**src/hw/rtl/ttip_pkg.sv**
```systemverilog
package ttip_pkg;

    localparam int MAX_LEN     = 4096;
    localparam int IDX_W       = $clog2(MAX_LEN);
    localparam int END_W       = 12;
    localparam int BASE_W      = 6;
    localparam int VALUE_W     = 32;
    localparam int CFG_INDEX_W = 1;
    localparam int CFG_DATA_W  = 6;

    localparam logic [CFG_INDEX_W-1:0] CFG_BASE_SELECT   = 1'd0;
    localparam logic [CFG_INDEX_W-1:0] CFG_UNSIGNED_MODE = 1'd1;

    localparam logic [BASE_W-1:0] MAX_BASE = 6'd36;

    typedef struct packed {
        logic       start_of_string;
        logic [7:0] character;
    } char_beat_t;

    typedef struct packed {
        logic [VALUE_W-1:0] value;
        logic [END_W-1:0]   end_index;
        logic               no_digits;
        logic               range_error;
        logic               bad_base;
    } result_beat_t;

endpackage

```
**src/hw/rtl/text_to_integer_parser_unit.sv**
```systemverilog
// channel   dir  handshake                     payload
// char      in   char_valid / char_ready       char_beat   (ttip_pkg::char_beat_t)
// result    out  result_valid / result_ready   result_beat (ttip_pkg::result_beat_t)
// cfg       in   cfg_we (no wait)              cfg_index, cfg_data
//
// One character per cycle; the per-character step (digit decode, 32x6 multiply-add,
// overflow check) sits between the parse state registers and the result register.
// The ending beat's result is registered (skid entry if the result register is full).
// A two-entry output (result register plus skid) keeps char_ready high while one
// result waits; char_ready drops only when both entries are full.
// rst_n clears parse state to idle, base_select to 0 and unsigned_mode to 1.
module text_to_integer_parser_unit
(
    input  logic                                 clk,
    input  logic                                 rst_n,
    input  logic                                 char_valid,
    output logic                                 char_ready,
    input  ttip_pkg::char_beat_t                 char_beat,
    output logic                                 result_valid,
    input  logic                                 result_ready,
    output ttip_pkg::result_beat_t               result_beat,
    input  logic                                 cfg_we,
    input  logic [ttip_pkg::CFG_INDEX_W-1:0]     cfg_index,
    input  logic [ttip_pkg::CFG_DATA_W-1:0]      cfg_data
);

    localparam logic [2:0] PH_IDLE   = 3'd0;
    localparam logic [2:0] PH_SPACE  = 3'd1;
    localparam logic [2:0] PH_FIRST  = 3'd2;
    localparam logic [2:0] PH_ZERO   = 3'd3;
    localparam logic [2:0] PH_HEXPFX = 3'd4;
    localparam logic [2:0] PH_DIGITS = 3'd5;

    localparam int PROD_W = ttip_pkg::VALUE_W + ttip_pkg::BASE_W;

    localparam logic [7:0] CH_SPACE = 8'h20;
    localparam logic [7:0] CH_TAB   = 8'h09;
    localparam logic [7:0] CH_LF    = 8'h0A;
    localparam logic [7:0] CH_MINUS = 8'h2D;
    localparam logic [7:0] CH_PLUS  = 8'h2B;
    localparam logic [7:0] CH_0     = 8'h30;
    localparam logic [7:0] CH_9     = 8'h39;
    localparam logic [7:0] CH_UA    = 8'h41;
    localparam logic [7:0] CH_UZ    = 8'h5A;
    localparam logic [7:0] CH_LA    = 8'h61;
    localparam logic [7:0] CH_LZ    = 8'h7A;
    localparam logic [7:0] CH_UX    = 8'h58;
    localparam logic [7:0] CH_LX    = 8'h78;

    localparam logic [ttip_pkg::BASE_W-1:0] BASE_8   = 6'd8;
    localparam logic [ttip_pkg::BASE_W-1:0] BASE_10  = 6'd10;
    localparam logic [ttip_pkg::BASE_W-1:0] BASE_16  = 6'd16;
    localparam logic [ttip_pkg::BASE_W-1:0] DV_NONE  = 6'd63;

    localparam logic [ttip_pkg::VALUE_W-1:0] SMIN = 32'h8000_0000;
    localparam logic [ttip_pkg::VALUE_W-1:0] SMAX = 32'h7FFF_FFFF;
    localparam logic [ttip_pkg::VALUE_W-1:0] UMAX = 32'hFFFF_FFFF;

    localparam logic [ttip_pkg::IDX_W-1:0] IDX_LAST = ttip_pkg::IDX_W'(ttip_pkg::MAX_LEN - 1);

    logic [ttip_pkg::BASE_W-1:0]  base_select_reg;
    logic                         unsigned_mode_reg;

    logic [2:0]                   phase_reg,  phase_next;
    logic [ttip_pkg::VALUE_W-1:0] acc_reg,    acc_next;
    logic [ttip_pkg::BASE_W-1:0]  eb_reg,     eb_next;
    logic                         neg_reg,    neg_next;
    logic                         ds_reg,     ds_next;
    logic                         ovf_reg,    ovf_next;
    logic [ttip_pkg::IDX_W-1:0]   idx_reg,    idx_next;

    logic                         out_valid_reg, out_valid_next;
    logic                         skid_valid_reg, skid_valid_next;
    ttip_pkg::result_beat_t       out_reg, skid_reg;

    logic                         char_fire;
    logic                         pop;
    logic                         push;
    ttip_pkg::result_beat_t       res_new;

    logic [7:0]                   c;
    logic [2:0]                   ph_w;
    logic                         active;
    logic                         do_digit;
    logic                         do_finish;
    logic [ttip_pkg::BASE_W-1:0]  dv;
    logic [PROD_W-1:0]            prod;
    logic [ttip_pkg::VALUE_W-1:0] fv;
    logic                         sat;
    logic [ttip_pkg::END_W+ttip_pkg::IDX_W-1:0] end_ext;

    assign char_ready   = !skid_valid_reg;
    assign char_fire    = char_valid && char_ready;
    assign pop          = out_valid_reg && result_ready;
    assign result_valid = out_valid_reg;
    assign result_beat  = out_reg;

    always_comb
    begin
        c          = char_beat.character;
        phase_next = phase_reg;
        acc_next   = acc_reg;
        eb_next    = eb_reg;
        neg_next   = neg_reg;
        ds_next    = ds_reg;
        ovf_next   = ovf_reg;
        idx_next   = idx_reg;
        push       = 1'b0;
        res_new    = '0;
        ph_w       = phase_reg;
        active     = 1'b0;
        do_digit   = 1'b0;
        do_finish  = 1'b0;
        dv         = DV_NONE;
        prod       = '0;
        fv         = '0;
        sat        = 1'b0;
        end_ext    = '0;

        if (char_beat.start_of_string)
        begin
            acc_next = '0;
            neg_next = 1'b0;
            ds_next  = 1'b0;
            ovf_next = 1'b0;
            idx_next = '0;
            eb_next  = base_select_reg;
            if (base_select_reg == 6'd1 || base_select_reg > ttip_pkg::MAX_BASE)
            begin
                phase_next          = PH_IDLE;
                push                = 1'b1;
                res_new.no_digits   = 1'b1;
                res_new.bad_base    = 1'b1;
            end
            else
            begin
                ph_w   = PH_SPACE;
                active = 1'b1;
            end
        end
        else if (phase_reg != PH_IDLE)
        begin
            active = 1'b1;
        end

        if (active)
        begin
            unique case (ph_w)
                PH_SPACE, PH_FIRST:
                begin
                    if (ph_w == PH_SPACE && (c == CH_SPACE || c == CH_TAB || c == CH_LF))
                    begin
                        phase_next = PH_SPACE;
                    end
                    else if (ph_w == PH_SPACE && c == CH_MINUS)
                    begin
                        neg_next   = 1'b1;
                        phase_next = PH_FIRST;
                    end
                    else if (ph_w == PH_SPACE && c == CH_PLUS)
                    begin
                        phase_next = PH_FIRST;
                    end
                    else if ((eb_next == '0 || eb_next == BASE_16) && c == CH_0)
                    begin
                        phase_next = PH_ZERO;
                    end
                    else
                    begin
                        if (eb_next == '0)
                            eb_next = BASE_10;
                        do_digit = 1'b1;
                    end
                end
                PH_ZERO:
                begin
                    if (c == CH_UX || c == CH_LX)
                    begin
                        eb_next    = BASE_16;
                        phase_next = PH_HEXPFX;
                    end
                    else
                    begin
                        if (eb_next == '0)
                            eb_next = BASE_8;
                        ds_next  = 1'b1;
                        do_digit = 1'b1;
                    end
                end
                PH_HEXPFX, PH_DIGITS:
                begin
                    do_digit = 1'b1;
                end
                default:
                begin
                    do_digit = 1'b1;
                end
            endcase

            if (do_digit)
            begin
                if (c >= CH_0 && c <= CH_9)
                    dv = ttip_pkg::BASE_W'(c - CH_0);
                else if (c >= CH_UA && c <= CH_UZ)
                    dv = ttip_pkg::BASE_W'(c - CH_UA + 8'd10);
                else if (c >= CH_LA && c <= CH_LZ)
                    dv = ttip_pkg::BASE_W'(c - CH_LA + 8'd10);
                else
                    dv = DV_NONE;

                if (dv >= eb_next)
                begin
                    do_finish = 1'b1;
                end
                else
                begin
                    ds_next    = 1'b1;
                    prod       = PROD_W'(acc_next) * PROD_W'(eb_next) + PROD_W'(dv);
                    phase_next = PH_DIGITS;
                    if (prod[PROD_W-1:ttip_pkg::VALUE_W] != '0)
                        ovf_next = 1'b1;
                    else
                        acc_next = prod[ttip_pkg::VALUE_W-1:0];
                end
            end

            if (do_finish)
            begin
                phase_next = PH_IDLE;
                push       = 1'b1;
                end_ext    = {{ttip_pkg::END_W{1'b0}}, idx_next};
                if (!ds_next)
                begin
                    res_new.no_digits = 1'b1;
                end
                else
                begin
                    // no digit is taken in the ending beat, so the stored value is final
                    fv  = acc_reg;
                    sat = ovf_reg;
                    if (!unsigned_mode_reg)
                    begin
                        if (neg_next && fv > SMIN)
                            sat = 1'b1;
                        if (!neg_next && fv[ttip_pkg::VALUE_W-1])
                            sat = 1'b1;
                    end
                    if (sat)
                        fv = unsigned_mode_reg ? UMAX : (neg_next ? SMIN : SMAX);
                    if (neg_next && !(sat && unsigned_mode_reg))
                        fv = '0 - fv;
                    res_new.value       = fv;
                    res_new.end_index   = end_ext[ttip_pkg::END_W-1:0];
                    res_new.range_error = sat;
                end
            end

            if (idx_next < IDX_LAST)
                idx_next = idx_next + 1'b1;
        end
    end

    always_comb
    begin
        out_valid_next  = out_valid_reg;
        skid_valid_next = skid_valid_reg;
        if (skid_valid_reg)
        begin
            if (pop)
                skid_valid_next = 1'b0;
        end
        else
        begin
            out_valid_next = (out_valid_reg && !pop) || (char_fire && push);
            if (char_fire && push && out_valid_reg && !pop)
                skid_valid_next = 1'b1;
        end
    end

    always_ff @(posedge clk or negedge rst_n)
    begin
        if (!rst_n)
        begin
            base_select_reg   <= '0;
            unsigned_mode_reg <= 1'b1;
        end
        else if (cfg_we)
        begin
            unique case (cfg_index)
                ttip_pkg::CFG_BASE_SELECT:   base_select_reg   <= cfg_data;
                ttip_pkg::CFG_UNSIGNED_MODE: unsigned_mode_reg <= cfg_data[0];
                default: ;
            endcase
        end
    end

    always_ff @(posedge clk or negedge rst_n)
    begin
        if (!rst_n)
        begin
            phase_reg      <= PH_IDLE;
            acc_reg        <= '0;
            eb_reg         <= '0;
            neg_reg        <= 1'b0;
            ds_reg         <= 1'b0;
            ovf_reg        <= 1'b0;
            idx_reg        <= '0;
            out_valid_reg  <= 1'b0;
            skid_valid_reg <= 1'b0;
        end
        else
        begin
            if (char_fire)
            begin
                phase_reg <= phase_next;
                acc_reg   <= acc_next;
                eb_reg    <= eb_next;
                neg_reg   <= neg_next;
                ds_reg    <= ds_next;
                ovf_reg   <= ovf_next;
                idx_reg   <= idx_next;
            end
            out_valid_reg  <= out_valid_next;
            skid_valid_reg <= skid_valid_next;
        end
    end

    always_ff @(posedge clk)
    begin
        if (skid_valid_reg)
        begin
            if (pop)
                out_reg <= skid_reg;
        end
        else if (char_fire && push)
        begin
            if (!out_valid_reg || pop)
                out_reg <= res_new;
            else
                skid_reg <= res_new;
        end
    end

    a_skid_implies_out: assert property (@(posedge clk) disable iff (!rst_n)
        skid_valid_reg |-> out_valid_reg)
        else $error("skid entry held while result register empty");

    a_no_digits_zero: assert property (@(posedge clk) disable iff (!rst_n)
        out_valid_reg && out_reg.no_digits |->
            out_reg.value == '0 && out_reg.end_index == '0 && !out_reg.range_error)
        else $error("no-digit result carries nonzero fields");

    a_bad_base_no_digits: assert property (@(posedge clk) disable iff (!rst_n)
        out_valid_reg && out_reg.bad_base |-> out_reg.no_digits)
        else $error("bad base result without no_digits");

    a_idle_after_result: assert property (@(posedge clk) disable iff (!rst_n)
        char_fire && push |=> phase_reg == PH_IDLE)
        else $error("parser not idle after emitting a result");

    a_skid_fill_blocks: assert property (@(posedge clk) disable iff (!rst_n)
        !skid_valid_reg && char_fire && push && out_valid_reg && !result_ready |=>
            skid_valid_reg && !char_ready)
        else $error("result lost when output register was full");

endmodule

```
**config.mk**
```make
export PLATFORM = sky130hd
export DESIGN_NAME = text_to_integer_parser_unit
export DESIGN_NICKNAME = d
export VERILOG_FILES = /design/src/hw/rtl/ttip_pkg.sv /design/src/hw/rtl/text_to_integer_parser_unit.sv
export SDC_FILE = /design/constraint.sdc
export NUM_CORES = 1
export LEC_CHECK = 0
export ABC_AREA = 1
export BUFFER_PORTS_ARGS = -buffer_cell sky130_fd_sc_hd__buf_2
export CAP_MARGIN = 25
export CORE_ASPECT_RATIO = 0.8
export CORE_MARGIN = 2
export CORE_UTILIZATION = 64
export DETAILED_ROUTE_END_ITERATION = 8
export PLACE_DENSITY_LB_ADDON = 0.1
export SETUP_SLACK_MARGIN = 0.3
export SYNTH_ARGS = -nofsm -noshare
export SYNTH_HDL_FRONTEND = slang
export SYNTH_SLANG_ARGS = --single-unit
```
**constraint.sdc**
```tcl
create_clock -name clk -period 7.7 [get_ports clk]
set_clock_uncertainty 0.1 [all_clocks]
set_input_delay 1.54 -clock clk [delete_from_list [all_inputs] [get_ports clk]]
set_output_delay 1.54 -clock clk [all_outputs]
set_load 0.1 [all_outputs]
```
==> results of run 1 <==
==> path summary, 6_finish.rpt <==
check / from / end / slack [ns] / cells after the start
setup / recovery: char_beat[8] / acc_reg[15] / 0.45 / 39
hold / removal: acc_reg[30] / acc_reg[30] / 0.39 / 2
setup reg to reg: base_select_reg[4] / acc_reg[15] / 1.12 / 41
hold reg to reg: acc_reg[30] / acc_reg[30] / 0.39 / 2
max in group asynchronous: rst_n / skid_valid_reg / 5.69 / 2
min in group asynchronous: rst_n / eb_reg[0] / 1.19 / 2
==> cell families after synthesis <==
family / count (synthesis) / synth area share [%]
and+or+nand+nor: 1104 / 29.4
xor gates and xnor gates: 48 / 2.61
adders and majority gates: 223 / 23.1
AOI/OAI and AO/OA: 221 / 7.71
buffers and inverters: 383 / 9.41
DFF: 159 / 27.6
muxes: 3 / 0.202
==> placed cells by master, fill, tap and decap left out, types with 63 or more instances in the layout <==
cell,instances
sky130_fd_sc_hd__nand2_1,522
sky130_fd_sc_hd__nor2_1,293
sky130_fd_sc_hd__inv_1,280
sky130_fd_sc_hd__buf_4,191
sky130_fd_sc_hd__fa_1,124
sky130_fd_sc_hd__nand3_1,119
sky130_fd_sc_hd__edfxtp_1,94
sky130_fd_sc_hd__ha_1,71
sky130_fd_sc_hd__a21oi_1,70
sky130_fd_sc_hd__buf_2,65
sky130_fd_sc_hd__dfrtp_1,63
==> synthesized netlist by cell type (13+ instances only) <==
cell / instances
sky130_fd_sc_hd__a21oi_1: 83
sky130_fd_sc_hd__a31oi_1: 13
sky130_fd_sc_hd__clkbuf_1: 42
sky130_fd_sc_hd__dfrtp_1: 64
sky130_fd_sc_hd__edfxtp_1: 94
sky130_fd_sc_hd__fa_1: 124
sky130_fd_sc_hd__ha_1: 99
sky130_fd_sc_hd__inv_1: 299
sky130_fd_sc_hd__inv_2: 15
sky130_fd_sc_hd__nand2_1: 537
sky130_fd_sc_hd__nand3_1: 126
sky130_fd_sc_hd__nand4_1: 30
sky130_fd_sc_hd__nor2_1: 323
sky130_fd_sc_hd__nor3_1: 16
sky130_fd_sc_hd__o21ai_0: 69
sky130_fd_sc_hd__o21ai_1: 14
sky130_fd_sc_hd__xnor2_1: 19
sky130_fd_sc_hd__xor2_1: 29
==> power by group through the flow <==
stage	clock, mW	sequential (mW)	combinational (mW)
global route	0.845	1.26	4.42
finish	0.804	1.25	4.11
floorplan	0	1.84	2.01
global placement	0	1.25	3.63
detailed placement	0	1.26	3.71
CTS	0.808	1.25	3.74
==> layout make-up <==
type / count / share of cell area [%]
clock buffer: 19 / 2.32
clock inverter: 13 / 0.530
inverter: 315 / 6.07
multi-input combinational: 1599 / 55.5
sequential: 159 / 22.7
tap: 318 / 2.03
timing repair buffer: 276 / 10.8
==> per-layer routing <==
layer	track usage (%)	vias to the layer above	routed length (um)
li1	-	7274	-
met1	50.4	7495	20100
met2	54.8	852	22000
met4	13.4	0	1690
met5	0	-	0
met3	7.68	136	4610
==> critical path: cells and delay by family <==
kind                     cells  cell delay, ns
buffers and inverters        8            0.87
AND/OR/NAND/NOR             20            2.25
AO/OA/AOI/OAI                6            0.83
adder cells (fa/ha/maj)      5            2.00
==> repair_timing <==
action,4_1_cts,5_1_grt
pin swaps,0,62
hold buffers,0,0
resized for setup,8,173
buffers inserted,0,8
gates cloned,0,3
setup endpoints to repair,28,33
==> metrics list, run 1 <==
- Status: finished clean
- Routed wirelength normalized by instance count: 17.9 um
- At the worst endpoint, the arrival time is ~7.5 ns.
- Measured on the finished design, the core utilization comes to 79.8%.
- Post-detailed-route via-to-cell ratio: 5.84
* Cell count after synthesis: 2141
- Initial standard-cell utilization of the core: 65.7%
* Cell area power density: approximately 310 nW/um^2
- In the global route stage, overall resource usage came out at 35.8%.
- Number of distinct standard cells referenced by the synthesized netlist: 57
- Largest buffer count on any clock path: 2
- Library cell used as clock root buffer: sky130_fd_sc_hd__clkbuf_16
* Final slew viol count: 0
* Most area-consuming cells after synthesis: sky130_fd_sc_hd__edfxtp_1 (17%), sky130_fd_sc_hd__fa_1 (15%), sky130_fd_sc_hd__nand2_1 (12%)
- Warnings, synthesis: 0
- Across all hold checks on the routed design, the worst slack comes to about 0.39 ns.
* Antenna violations before repair: 0
- Synthesized flop and latch total: 159
- TritonCTS clock tree: built
* Vias in the first global route: 15000
* Post-synth ARST share: 40.9%
- The initialized floorplan defines 51 standard-cell rows.
- Summing every instance area after synthesis gives around 16000 um^2.
* Unrepaired setup endpoints after global routing: false
* Shortest clock period the worst path allows after layout: 7.25 ns
- By startpoint and endpoint, the worst setup path is classified as primary input to register.
- For this design, the slowest cell found on the critical path is sky130_fd_sc_hd__fa_1.
- Relative contribution of sequential cells to total power: 20.3%
* Max Clock Freq: 0.138 GHz
- The hold violation count in the final report is 0.
- After detailed routing, the total wire length is 48300 um.
* Library cell with the largest summed area after synthesis: sky130_fd_sc_hd__edfxtp_1
- Entering global routing, the biggest net connects 66 pins.
- Area delta synth->final: 21.5%
- Post-layout worst setup margin: 0.451 ns
* Internal power summed over all cells: a little under 3 mW
* Remaining antenna violation count: 0
- Seq/Total Area, Yosys: 27.6%
- The synthesized design contains 94 enable-type register cells.
* Post-Layout Cell Count: 2699
- Number of DRC violations after detailed routing: 0
- Worst slack at placement: -0.309 ns
- Die area: 26500 um^2
- DR pass1 iterations: 8
- Dominant cell type by count on the critical path: sky130_fd_sc_hd__nand2_1
- Once placement completed, the tool counted placed cells totaling 2656.
* Min-Delay Path Class: register to register
- Initial DRC count: approximately 1700
- Once layout is done, the placed cells without fillers occupy slightly below 20000 um^2.
- Data on the critical path is required at its endpoint by 7.93 ns.
* Setup tns final: 0 ns
* Total of endpoints with negative setup slack in the final report: 0
- On the worst path, the slowest cell contributes a delay of 0.52 ns.
- Clock buffer count from CTS: 17
* Reported max-cap violation count: 0
- Clock slew at reported path FFs: around 0.060 ns
* Number of vias in the routed layout: ~16000
- Once detailed placement completed, the half-perimeter wirelength came to 36600 um.
- In the final layout, the multi-input gates occupy between 10000 and 15000 um^2.
- Startpoint class of the critical path: primary input
* Logic pwr share: 66.7%
- The first global-routing pass estimated 75400 um of wire.
- The core region is 24600 um^2.
- Synthesis produced a netlist with a net count of 2385.
* Power dissipated by switching net loads: 3.22 mW
- In this run the cell area measured after placement is 18200 um^2.
- During placement, the flow inserted port buffers numbering 69.
* Top-level I/O count: 70
* Final GP Congestion: slightly below 1
- Registers take 4450 um^2.
* Total leakage power: between 9 and 10 nW
- Clock latency of the later-clocked register in the worst-skew pair: 0.44 ns
- Worst IR Drop VDD: 0.000296 V
* Mapped Avg Cell Area: 7.54 um^2
* Final period utilization: between 90% and 100%
- Die H: ~150 um
- Of the total power, the clock network draws 13.0%.
- Sort of element at the end of the critical path: register
* Sw Share: 52.3%
- Final Net Count: roughly 2600
- Worst slew margin relative to its limit: about two fifths
- Clock tree synthesis found a total of 159 sinks.
- The share of synthesized area in the top cell type comes to 17.5%.
- The design draws 6.16 mW.
* Horizontal extent of the die: 182 um
- Global route overflow: 0
* Transition time of the tightest slew-check pin: 0.885 ns
* Fillers: 1724
* ANT cells: 0
- In the final layout, the share of cells above drive strength 1 is 21.8%.
- Crit Path Max Fanout: 12
* H-tree depth: 4
- Dominant register cell in the synthesized netlist: sky130_fd_sc_hd__edfxtp_1
Power figures use the tool's default switching activity.
==> run 2: changes to the inputs <==
--- a/config.mk
+++ b/config.mk
@@ -5,12 +5,11 @@
 export SDC_FILE = /design/constraint.sdc
 export NUM_CORES = 1
 export LEC_CHECK = 0
-export ABC_AREA = 1
 export BUFFER_PORTS_ARGS = -buffer_cell sky130_fd_sc_hd__buf_2
 export CAP_MARGIN = 25
 export CORE_ASPECT_RATIO = 0.8
 export CORE_MARGIN = 2
-export CORE_UTILIZATION = 64
+export CORE_UTILIZATION = 55
 export DETAILED_ROUTE_END_ITERATION = 8
 export PLACE_DENSITY_LB_ADDON = 0.1
 export SETUP_SLACK_MARGIN = 0.3
==> metrics list, run 2 <==
* Clock power share: 19.0% (+6.0 points)
- The area of the die was 27700 um^2 (+4.7%).
- Setup repair after global routing could not meet its margin everywhere.
- Worst reg-to-reg path cell count: 30 (-27%)
* Setup slack on the worst flop-to-flop path: 0.22 ns (-0.90 ns)
- Number of enable flip-flop cells after synthesis: 94 (unchanged)
- The number of antenna repair diodes was 0 (unchanged).
* Library cell used as clock root buffer: sky130_fd_sc_hd__clkbuf_16
* H-tree depth: 4 (unchanged)
- The hold-critical path depth was 2 (unchanged).
* Clock Sink Count: 159 (unchanged)
- The pin count of the biggest net entering global routing came to 66 (unchanged).
* Clock latency of the later-clocked register in the worst-skew pair: 0.45 ns (about the same)
- Final Net Count: 2025 (-22%)
- The worst hold path begins at skid_reg[38].
- Library cell with the largest summed area after synthesis: sky130_fd_sc_hd__edfxtp_1
* Hold Worst Slack: 0.411 ns (+0.0246 ns)
- Post-layout worst setup margin: -0.0779 ns (-0.529 ns)
* Post-Layout Cell Count: 2151 (-20%)
* Worst slew margin relative to its limit: 39.4% (-1.6 points)
- The final reports fail on negative setup slack.
- STA classifies the critical path startpoint as a primary input.
* Top-level I/O count: 70 (unchanged)
- Clock buffer count from CTS: 17 (unchanged)
- The total design power was 4.67 mW (-24%).
* Global-route wire length before repair: 64800 um (-14%)
- Mapped Avg Cell Area: 9.50 um^2 (+26%)
- The buffer levels on the longest clock path is 2 (unchanged).
- Placement Cell Area: 16600 um^2 (-8.6%)
- The run finished, with violations left.
- The sequential cell area fraction in the yosys report was 30.6% (+3.0 points).
* Critical path required time: 7.98 ns (+0.05 ns)
- The library cell used most frequently in the layout, excluding fill and tap cells, is sky130_fd_sc_hd__nor2_1.
- Half-perimeter wire length after placement: 29900 um (-18%)
* Share of the core filled with cells: 69.7% (-10 points)
- The share of Yosys cell area claimed by the top area cell type is 19.4% (+1.9 points).
- The critical path arrival came to 8.06 ns (+0.58 ns).
- # port buffers: 69 (unchanged)
- Final slew viol count: 0 (unchanged)
- The count of endpoints failing setup in the final report is 32 (+32).
- The setup TNS came to -1.17 ns (-1.17 ns).
* Max stage delay on crit path: 0.54 ns (+0.02 ns)
* Most area-consuming cells after synthesis: sky130_fd_sc_hd__edfxtp_1 (19%), sky130_fd_sc_hd__fa_1 (17%), sky130_fd_sc_hd__dfrtp_1 (11%)
* Final period utilization: 101% (+6.9 points)
- Min-Delay Path Class: register to register
- In the post-synthesis netlist, the cell with the most instances is sky130_fd_sc_hd__nor2_1.
* Reported max-cap violation count: 0 (unchanged)
- The finished layout cell area was 18200 um^2 (-7.1%).
* Synthesized flop and latch total: 159 (unchanged)
- Final GP Congestion: 0.934 (-5.3%)
* Clock slew at reported path FFs: 0.08 ns (+0.02 ns)
- The time the worst path needs with I/O delays and setup was 7.78 ns (+0.529 ns).
- The worst-path maximum fanout is 8 (-4).
- Worst r2r src: base_select_reg[2]
- Dominant register cell in the synthesized netlist: sky130_fd_sc_hd__edfxtp_1
- Worst slack at placement: -0.766 ns (-0.457 ns)
* Post-synth ARST share: 40.9% (unchanged)
- Final routed wirelength across all metal layers: 40500 um (-16%)
- Number of DRC violations after detailed routing: 0 (unchanged)
* Num rows: 53 (+3.9%)
- The worst hold path terminates at result_beat[38].
- The die outline width was 186 um (+2.3%).
- The internal portion of total power was 2.39 mW (-19%).
* Number of distinct standard cells referenced by the synthesized netlist: 79 (+39%)
* Sort of element at the end of the critical path: register
* Synthesized area: 14500 um^2 (-9.9%)
- The initial standard-cell utilization of the core was 55.6% (-10 points).
- The number of DRC markers after the initial detailed-route iteration is 1288 (-26%).
* Logic pwr share: 55.1% (-12 points)
- The placed instance count was 2079 (-22%).
- The net switching component of the power is 2.28 mW (-29%).
- Max Clock Freq: 0.129 GHz (-6.8%)
- The number of antenna violations at the first check in global routing was 0 (unchanged).
- The maximum resistive drop on vdd came to 0.000200 V (-32%).
- Warnings, synthesis: 0 (unchanged)
* Relative contribution of sequential cells to total power: 25.9% (+5.6 points)
- The share of layout cells above drive strength 1 is 27.0% (+5.2 points).
- TritonCTS clock tree: built
- The net count after synthesis was 1773 (-26%).
- Area inside the core boundary: 26100 um^2 (+6.4%)
* Total track usage: 29.9% (-5.9 points)
- The gate count after technology mapping is 1529 (-29%).
* Routed wirelength normalized by instance count: 18.8 um (+5.2%)
* Path type of the worst setup path: primary input to register
- The leakage power total was 8.58 nW (-14%).
- By count the netlist is led by sky130_fd_sc_hd__nor2_1 (274), sky130_fd_sc_hd__nand2_1 (143), sky130_fd_sc_hd__fa_1 (124).
* Post-detailed-route via-to-cell ratio: 5.88 (+0.66%)
- Cell area power density: 257 nW/um^2 (-18%)
- Sw Share: 48.8% (-3.5 points)
* Dominant cell type by count on the critical path: sky130_fd_sc_hd__fa_1
* Final-report hold violation count: 0 (unchanged)
* DR pass1 iterations: 6 (-2)
- Number of vias in the routed layout: 12600 (-20%)
- Global route overflow: 0 (unchanged)
- The worst register-to-register path ends at acc_reg[14].
- The slew at the pin with the worst max-slew slack is 0.907 ns (+0.0220 ns).
- The number of global-route vias before repair is 12400 (-17%).
* Die H: 149 um (+2.3%)
- The antenna violation net count after detailed routing is 0 (unchanged).
* Critical Path Slowest Stage Cell: sky130_fd_sc_hd__fa_1
* Area delta synth->final: 25.4%
- In the layout the commonest cells are sky130_fd_sc_hd__nor2_1 (263), sky130_fd_sc_hd__buf_4 (211), sky130_fd_sc_hd__nand2_1 (143), sky130_fd_sc_hd__fa_1 (122), sky130_fd_sc_hd__edfxtp_1 (94).
-- run 2: layout make-up --
class / instances / area (um^2)
inverters: 69 / 279
flip-flops and latches: 159 / 4450
clock inverters: 15 / 209
repair buffers: 301 / 2300
multi-input cells: 1233 / 10100
fillers: 2076 / 7910
well taps: 357 / 447
clock buffers: 17 / 425
-- run 2: power groups by stage --
stage               combinational (mW)  sequential, mW  clock [mW]
CTS                               2.48            1.21       0.897
global route                      2.76            1.23       0.932
detailed placement                2.40            1.23           0
finish                            2.57            1.21       0.890
global placement                  2.37            1.22           0
floorplan                         1.12            1.85           0
-- run 2: how the worst max path moves through the flow --
stage	start	to	slack, ns
after CTS	char_beat[0]	acc_reg[21]	-0.05
after global routing	char_beat[1]	acc_reg[4]	-0.29
after floorplan	char_beat[8]	acc_reg[8]	-0.05
final	char_beat[0]	acc_reg[14]	-0.08
after detailed placement	char_beat[0]	acc_reg[17]	-0.77
after global placement	char_beat[5]	acc_reg[17]	-0.60
-- run 2: worst max-delay path: cells and delay by family --
kind | cells | cell delay [ns]
AOI/OAI and AO/OA | 6 | 1.39
adders and majority gates | 6 | 2.32
buffers and inverters | 11 | 1.09
and+or+nand+nor | 9 | 1.66
-- run 2: routing by layer --
metal | global-route usage (%) | vias up | part of all wire [%]
met3 | 4.61 | 77 | 7.4
met4 | 7.20 | 0 | 1.9
met5 | 0 | - | 0
met2 | 46.0 | 546 | 46
met1 | 44.5 | 6116 | 45
li1 | - | 5902 | -
-- run 2: cell families (layout without fill, tap and decap cells) --
kind of cell,count (synthesis),count (layout),share of synthesized area [%]
fa+ha+maj,223,223,25.6
simple gates,583,583,17.9
mux,41,41,3.17
flops,159,159,30.6
compound gates,329,329,15.4
buf+inv,137,402,3.82
xor+xnor,57,57,3.44
-- run 2: what timing repair did --
| item | 4_1_cts | 5_1_grt |
|---|---|---|
| pin swaps | 8 | 57 |
| gates resized for setup | 57 | 74 |
| hold buffers | 0 | 0 |
| setup endpoints to repair | 33 | 33 |
| setup buffers | 18 | 15 |
| hold endpoints to repair | 0 | 0 |
| gates cloned | 3 | 3 |
